**config.mk**
```make
export PLATFORM = sky130hd
export DESIGN_NAME = adr_parser
export DESIGN_NICKNAME = d
export VERILOG_FILES = /design/src/hw/rtl/adr_pkg.sv /design/src/hw/rtl/adr_parser.sv
export SDC_FILE = /design/constraint.sdc
export NUM_CORES = 1
export LEC_CHECK = 0
export BUFFER_PORTS_ARGS = -buffer_cell sky130_fd_sc_hd__buf_4
export CAP_MARGIN = 10
export CORE_UTILIZATION = 53
export DETAILED_ROUTE_END_ITERATION = 8
export PLACE_DENSITY = 0.78
export REMOVE_ABC_BUFFERS = 1
export SLEW_MARGIN = 25
export SYNTH_ARGS = -nofsm -noshare
export SYNTH_HDL_FRONTEND = slang
export SYNTH_SLANG_ARGS = --single-unit
```
**constraint.sdc**
```tcl
create_clock -name clock -period 7.5 [get_ports clock]
set_clock_uncertainty 0.15 [all_clocks]
set_input_delay 1.5 -clock clock [delete_from_list [all_inputs] [get_ports clock]]
set_output_delay 1.5 -clock clock [all_outputs]
set_load 0.1 [all_outputs]
```
**src/hw/rtl/adr_pkg.sv**
```systemverilog
`default_nettype none
// ----------------------------------------------------------------------------
// ArtDmx receiver package
// Shared constants, codes and types of the ArtDmx packet receiver.
// ----------------------------------------------------------------------------
package adr_pkg;

   localparam int CHANNELS         = 512;
   localparam int MAX_PACKET_BYTES = 530;
   localparam int HEADER_BYTES     = 18;

   localparam int POS_W   = 10;
   localparam int CH_W    = 9;
   localparam int ADDR_W  = CH_W + 1;
   localparam int LEN_W   = 10;
   localparam int UNIV_W  = 15;

   localparam logic [15:0] OPCODE_DMX = 16'h5000;

   localparam logic [POS_W-1:0] POS_ID_END  = POS_W'(7);
   localparam logic [POS_W-1:0] POS_OP_LO   = POS_W'(8);
   localparam logic [POS_W-1:0] POS_OP_HI   = POS_W'(9);
   localparam logic [POS_W-1:0] POS_UNIV_LO = POS_W'(14);
   localparam logic [POS_W-1:0] POS_UNIV_HI = POS_W'(15);
   localparam logic [POS_W-1:0] POS_LEN_HI  = POS_W'(16);
   localparam logic [POS_W-1:0] POS_LEN_LO  = POS_W'(17);

   typedef enum logic {
      OP_BYTE = 1'b0,
      OP_READ = 1'b1
   } adr_op_type;

   typedef enum logic [2:0] {
      REASON_ACCEPT         = 3'd0,
      REASON_SHORT          = 3'd1,
      REASON_BAD_ID         = 3'd2,
      REASON_BAD_OPCODE     = 3'd3,
      REASON_OTHER_UNIVERSE = 3'd4,
      REASON_TRUNCATED      = 3'd5
   } adr_reason_type;

   typedef struct packed {
      logic              en;
      logic [ADDR_W-1:0] addr;
      logic [7:0]        data;
   } adr_wr_type;

   typedef struct packed {
      logic             valid;
      logic             done;
      adr_reason_type   reason;
      logic [LEN_W-1:0] frame_length;
      logic             active;
      logic             zero;
   } adr_result_type;

   function automatic logic [7:0] id_char(input logic [2:0] idx);
      logic [7:0] c;
      unique case (idx)
         3'd0:    c = 8'h41;
         3'd1:    c = 8'h72;
         3'd2:    c = 8'h74;
         3'd3:    c = 8'h2D;
         3'd4:    c = 8'h4E;
         3'd5:    c = 8'h65;
         3'd6:    c = 8'h74;
         default: c = 8'h00;
      endcase
      return c;
   endfunction

endpackage
`default_nettype wire

```
**src/hw/rtl/adr_parser.sv**
```systemverilog
`default_nettype none
// ----------------------------------------------------------------------------
// ArtDmx packet parser
// Header checks, channel write address, bank swap and live frame state.
// ----------------------------------------------------------------------------
module adr_parser (
   input  wire                              clock,
   input  wire                              reset,
   input  wire                              take,
   input  wire                              operation,
   input  wire [7:0]                        data_byte,
   input  wire                              last_byte,
   input  wire [adr_pkg::CH_W-1:0]          channel_index,
   input  wire [adr_pkg::UNIV_W-1:0]        listen_universe,
   output adr_pkg::adr_wr_type              wr,
   output logic                             rd_en,
   output logic [adr_pkg::ADDR_W-1:0]       rd_addr,
   output adr_pkg::adr_result_type          result
);

   logic [adr_pkg::POS_W-1:0]  pos_ff, pos_in;
   logic                       id_ok_ff, id_ok_in;
   logic [15:0]                opcode_ff, opcode_in;
   logic [adr_pkg::UNIV_W-1:0] universe_ff, universe_in;
   logic [15:0]                dlen_ff, dlen_in;
   logic                       live_bank_ff, live_bank_in;
   logic [adr_pkg::LEN_W-1:0]  live_length_ff, live_length_in;
   logic                       active_ff, active_in;

   logic                       in_range;
   logic [adr_pkg::POS_W-1:0]  ch_pos;
   logic [adr_pkg::POS_W-1:0]  len;
   logic [adr_pkg::LEN_W-1:0]  dlen_cap;
   logic [adr_pkg::LEN_W:0]    need;
   adr_pkg::adr_reason_type    reason;
   logic                       is_byte;

   always_comb begin
      is_byte  = (adr_pkg::adr_op_type'(operation) == adr_pkg::OP_BYTE);
      in_range = (pos_ff < adr_pkg::POS_W'(adr_pkg::MAX_PACKET_BYTES));
      ch_pos   = pos_ff - adr_pkg::POS_W'(adr_pkg::HEADER_BYTES);

      id_ok_in    = id_ok_ff;
      opcode_in   = opcode_ff;
      universe_in = universe_ff;
      dlen_in     = dlen_ff;
      wr.en       = 1'b0;
      wr.addr     = {~live_bank_ff, ch_pos[adr_pkg::CH_W-1:0]};
      wr.data     = data_byte;

      if (in_range) begin
         if (pos_ff < adr_pkg::POS_ID_END) begin
            if (data_byte != adr_pkg::id_char(pos_ff[2:0])) begin
               id_ok_in = 1'b0;
            end
         end else if (pos_ff == adr_pkg::POS_OP_LO) begin
            opcode_in = {opcode_ff[15:8], data_byte};
         end else if (pos_ff == adr_pkg::POS_OP_HI) begin
            opcode_in = {data_byte, opcode_ff[7:0]};
         end else if (pos_ff == adr_pkg::POS_UNIV_LO) begin
            universe_in = {universe_ff[14:8], data_byte};
         end else if (pos_ff == adr_pkg::POS_UNIV_HI) begin
            universe_in = {data_byte[6:0], universe_ff[7:0]};
         end else if (pos_ff == adr_pkg::POS_LEN_HI) begin
            dlen_in = {data_byte, dlen_ff[7:0]};
         end else if (pos_ff == adr_pkg::POS_LEN_LO) begin
            dlen_in = {dlen_ff[15:8], data_byte};
         end else if (pos_ff >= adr_pkg::POS_W'(adr_pkg::HEADER_BYTES)) begin
            wr.en = (ch_pos < adr_pkg::POS_W'(adr_pkg::CHANNELS));
         end
      end
      wr.en = wr.en && take && is_byte;

      len      = in_range ? pos_ff + 1'b1 : pos_ff;
      dlen_cap = (dlen_in > 16'(adr_pkg::CHANNELS)) ?
                 adr_pkg::LEN_W'(adr_pkg::CHANNELS) : dlen_in[adr_pkg::LEN_W-1:0];
      need     = (adr_pkg::LEN_W+1)'(adr_pkg::HEADER_BYTES) + {1'b0, dlen_cap};

      if (len < adr_pkg::POS_W'(adr_pkg::HEADER_BYTES)) begin
         reason = adr_pkg::REASON_SHORT;
      end else if (!id_ok_in) begin
         reason = adr_pkg::REASON_BAD_ID;
      end else if (opcode_in != adr_pkg::OPCODE_DMX) begin
         reason = adr_pkg::REASON_BAD_OPCODE;
      end else if (universe_in != listen_universe) begin
         reason = adr_pkg::REASON_OTHER_UNIVERSE;
      end else if ({1'b0, len} < need) begin
         reason = adr_pkg::REASON_TRUNCATED;
      end else begin
         reason = adr_pkg::REASON_ACCEPT;
      end

      pos_in         = len;
      live_bank_in   = live_bank_ff;
      live_length_in = live_length_ff;
      active_in      = active_ff;
      if (last_byte) begin
         pos_in      = '0;
         id_ok_in    = 1'b1;
         opcode_in   = '0;
         universe_in = '0;
         dlen_in     = '0;
         if (reason == adr_pkg::REASON_ACCEPT) begin
            live_bank_in   = ~live_bank_ff;
            live_length_in = dlen_cap;
            active_in      = 1'b1;
         end
      end

      rd_en   = take && !is_byte;
      rd_addr = {live_bank_ff, channel_index};

      result.valid        = !is_byte || last_byte;
      result.done         = is_byte;
      result.reason       = is_byte ? reason : adr_pkg::REASON_ACCEPT;
      result.frame_length = is_byte ? live_length_in : live_length_ff;
      result.active       = is_byte ? active_in : active_ff;
      result.zero         = is_byte ||
                            ({1'b0, channel_index} >= live_length_ff);
   end

   always_ff @(posedge clock) begin
      if (reset) begin
         pos_ff         <= '0;
         id_ok_ff       <= 1'b1;
         opcode_ff      <= '0;
         universe_ff    <= '0;
         dlen_ff        <= '0;
         live_bank_ff   <= 1'b0;
         live_length_ff <= '0;
         active_ff      <= 1'b0;
      end else if (take && is_byte) begin
         pos_ff         <= pos_in;
         id_ok_ff       <= id_ok_in;
         opcode_ff      <= opcode_in;
         universe_ff    <= universe_in;
         dlen_ff        <= dlen_in;
         live_bank_ff   <= live_bank_in;
         live_length_ff <= live_length_in;
         active_ff      <= active_in;
      end
   end

endmodule
`default_nettype wire

```
==> flow_results.org <==
** Outcome
- Status :: finished clean

** Synth
- The most used flip-flop cell after synthesis is sky130_fd_sc_hd__dfxtp_1.
- Share of flip-flops with an asynchronous set or reset after synthesis :: 0%
- During synthesis, Yosys emitted a total of 0 warnings.
- Ranking of synthesized cells by area :: sky130_fd_sc_hd__dfxtp_1 27%, sky130_fd_sc_hd__nor2_1 8.0%, sky130_fd_sc_hd__a22oi_1 7.6%
- Number of flops mapped to enable cells by yosys :: 0
- Post-Synthesis Cell Area :: 5110 um^2
- Counting flops and latches in the post-synthesis netlist gives 70.
- Post-Syn Area per Cell :: 7.70 um^2
- In this run, distinct cell masters in the synthesized netlist total 57.
- For this run, the register share of the synthesized area comes to 27.4%.
- The largest total area in the synthesized netlist belongs to sky130_fd_sc_hd__dfxtp_1.
- The synthesized design devotes to its leading area cell type 27.4% of total area.
- Synthesis produced a netlist whose cell count is 664.

** Floorplan
- Once the floorplan was initialized, standard cells occupied 55.1% of the core.
- Die outline height :: 100 um
- Number of placed I/O pins :: 84
- Horiz. Die Dim :: 100 um
- The floorplan step defined a die boundary enclosing 10000 um^2.
- # rows :: 35
- The core region is 9280 um^2.

** Power and ir drop
- Peak supply drop :: 0.141 mV
- Dividing total power by cell area gives a power density of 145 nW/um^2.
- For this design the static power due to leakage is 2.33 nW.

** Finish
- At the end of the flow the core is filled with cells to 63.9%.
- Layout cells sized above 1 :: 19.2%
- Compared with the post-synthesis result, the final layout area differs by 16.0%.
- Number of nets at the end of the flow :: 777
- Final standard cell count with taps included and fillers excluded :: 846
- Final antenna diode count :: 0

** Critical path
- The worst setup path is launched from an input pin.
- Arrival time reported for the critical path endpoint :: 5590 ps
- Worst Path Class, Setup :: in2out
- In this run the worst path has a maximum fanout of 7.
- For the worst setup path, the data required time is 5850 ps.
- STA classifies the critical path endpoint as an output port.

** Drt
- DRC :: 0
- Detailed-router iteration count before antenna repair :: 7
- Across all layers, the routed design uses 5220 vias.
- Using the TritonRoute via totals, the vias-per-cell ratio works out to 6.17.
- In this run the remaining antenna-violating nets after routing total 0.
- Wires add up to 14.9 mm.
- Dividing the detail-routed wire length by the instance count gives 17.6 um.
- The first routing iteration left 429 violations.

** Clocking
- Clock Tree Buf Depth :: 2
- Clock transition at the registers of the reported paths :: 90 ps
- Insertion delay to the later sink of the worst-skew pair :: 350 ps
- After clock tree synthesis, the setup repair step added 0 buffers.
- The H-tree generated during clock tree synthesis spans 3 levels.
- Number of sinks on the clock net :: 70
- Root Buffer Master :: sky130_fd_sc_hd__clkbuf_8
- TritonCTS built the clock tree.
- CTS Buf Count :: 9

** GRT
- Global routing used 29.8% of the available tracks.
- After global routing the overflow that remains totals 0.
- The initial antenna violation count is 0.
- Global-route wire length before repair :: 23.8 mm
- Entering global routing, the biggest net connects 71 pins.
- The number of global-route vias before repair is 4875.

** Run
- Across the run, the number of max-cap violations was 0.

** STA
- Final hold analysis gives a worst-case slack of 339 ps.
- The clock period could shrink to 7240 ps.
- At the pin with the least slew margin, the transition time is 1070 ps.
- The number of pins with negative max-slew slack in the final report was 0.
- Sum Neg Setup Slack :: 0 ps
- Final critical-path share of the clock period :: 96.5%
- The worst path meets setup with 264 ps of slack.
- Unrepaired setup endpoints after global routing :: false
- Final hold violations :: 0
- Total of endpoints with negative setup slack in the final report :: 0
- For this run, the top clock speed supported by timing is 138 MHz.
- In this run the tightest slew margin relative to its limit is 27.8%.

** Placed design
- Sum of net half-perimeters after detailed placement :: 10.8 mm
- GP Congestion :: 0.940
- Once placement completed, the tool counted placed cells totaling 830.
- PortBufs :: 83
- DP Worst Slack :: 53.4 ps

** Hold path
- Class of the most critical hold timing path :: reg2reg
kinds of logic (layout without fill, tap and decap cells):
logic type                 after synthesis  in the layout  share of synthesized area [%]
AOI/OAI and AO/OA                      169            169                           22.3
xor gates and xnor gates                37             37                           6.34
adders and majority gates               28             28                           6.85
buffers and inverters                   92            145                           8.64
DFF                                     70             70                           27.4
muxes                                   22             22                           4.55
and+or+nand+nor                        246            246                           23.9
Yosys cell counts (7+ instances only):
| cell type | number |
|---|---|
| sky130_fd_sc_hd__clkbuf_1 | 26 |
| sky130_fd_sc_hd__buf_4 | 20 |
| sky130_fd_sc_hd__nand2_1 | 25 |
| sky130_fd_sc_hd__xnor2_1 | 26 |
| sky130_fd_sc_hd__or3_1 | 7 |
| sky130_fd_sc_hd__nand4_1 | 9 |
| sky130_fd_sc_hd__nor2b_1 | 11 |
| sky130_fd_sc_hd__dfxtp_1 | 70 |
| sky130_fd_sc_hd__nor3_1 | 11 |
| sky130_fd_sc_hd__mux2i_1 | 12 |
| sky130_fd_sc_hd__mux2_2 | 10 |
| sky130_fd_sc_hd__nor2_1 | 109 |
| sky130_fd_sc_hd__a22oi_1 | 52 |
| sky130_fd_sc_hd__nor4_1 | 12 |
| sky130_fd_sc_hd__and3_1 | 9 |
| sky130_fd_sc_hd__o21ai_1 | 13 |
| sky130_fd_sc_hd__nand3_1 | 22 |
| sky130_fd_sc_hd__o22ai_1 | 7 |
| sky130_fd_sc_hd__nand2b_1 | 7 |
| sky130_fd_sc_hd__o21ai_0 | 14 |
| sky130_fd_sc_hd__ha_1 | 28 |
| sky130_fd_sc_hd__xor2_1 | 11 |
| sky130_fd_sc_hd__a21o_1 | 8 |
| sky130_fd_sc_hd__inv_1 | 35 |
| sky130_fd_sc_hd__a21oi_1 | 33 |
metal layers:
metal	vias up	GRT usage (%)	share of wire, %
met4	0	12.8	3.6
met2	269	49.3	46
li1	2464	-	-
met3	47	6.13	8.1
met1	2440	37.5	42
met5	-	0	0
layout make-up:
cell class / instances / area (um^2)
fill: 815 / 3350
clock inverter: 7 / 97.6
timing repair buffer: 94 / 706
clock buffer: 9 / 124
sequential: 70 / 1400
tap: 129 / 161
multi-input combinational: 502 / 3310
inverter: 35 / 131
where the power goes:
part           total (mW)  internal [mW]  switching, mW
clock network       0.345          0.188          0.157
logic               0.142         0.0388          0.103
registers           0.373          0.372        0.00110
total               0.860          0.599          0.261
flip-flops by register name, indices dropped and copies added (netlist names):
name / cells
id_ok_ff: 1
pos_ff: 10
live_bank_ff: 1
live_length_ff: 10
universe_ff: 15
active_ff: 1
opcode_ff: 16
dlen_ff: 16
metrics by stage:
stage / power, mW / instance area [um^2]
6_report: 0.860 / 5930
3_5_place_dp: 0.521 / 5670
3_3_place_gp: 0.519 / 5670
2_1_floorplan: 0.430 / 4800
4_1_cts: 0.861 / 5890
5_1_grt: 0.884 / 5930
path summary, 6_finish.rpt:
check / slack, ps / to / startpoint / cells after the start
hold reg to reg: 340 / active_ff / active_ff / 2
hold / removal: 340 / active_ff / active_ff / 2
setup reg to reg: 1950 / live_length_ff[3] / pos_ff[1] / 18
setup / recovery: 260 / result[11] / data_byte[3] / 19
cell usage in the layout, fill, tap and decap left out, types with 14 or more instances in the layout:
master / count
sky130_fd_sc_hd__nor2_1: 108
sky130_fd_sc_hd__a21oi_1: 33
sky130_fd_sc_hd__inv_1: 35
sky130_fd_sc_hd__dfxtp_1: 70
sky130_fd_sc_hd__nand2_1: 25
sky130_fd_sc_hd__ha_1: 28
sky130_fd_sc_hd__a22oi_1: 52
sky130_fd_sc_hd__buf_4: 94
sky130_fd_sc_hd__nand3_1: 22
sky130_fd_sc_hd__xnor2_1: 26
sky130_fd_sc_hd__o21ai_0: 14
critical path, cell delays in order:
cell and delay [ps]:
sky130_fd_sc_hd__buf_4 150, sky130_fd_sc_hd__nor4_2 340, sky130_fd_sc_hd__nand3_1 130, sky130_fd_sc_hd__mux2_2 320
sky130_fd_sc_hd__nor2_2 170, sky130_fd_sc_hd__nand2_1 80, sky130_fd_sc_hd__a2111oi_1 460, sky130_fd_sc_hd__xor2_1 180
sky130_fd_sc_hd__nand2b_1 70, sky130_fd_sc_hd__ha_1 310, sky130_fd_sc_hd__a2111oi_2 380, sky130_fd_sc_hd__o221ai_1 210
sky130_fd_sc_hd__o22ai_1 170, sky130_fd_sc_hd__a21o_1 170, sky130_fd_sc_hd__nor2_1 70, sky130_fd_sc_hd__nand4_1 130
sky130_fd_sc_hd__buf_4 170, sky130_fd_sc_hd__mux2_2 340, sky130_fd_sc_hd__buf_4 230
repair_timing:
action	CTS	global route
setup endpoints to repair	9	13
hold buffers	0	0
resized for setup	1	11
hold endpoints to repair	0	0
(Power assumes the default switching activity.)
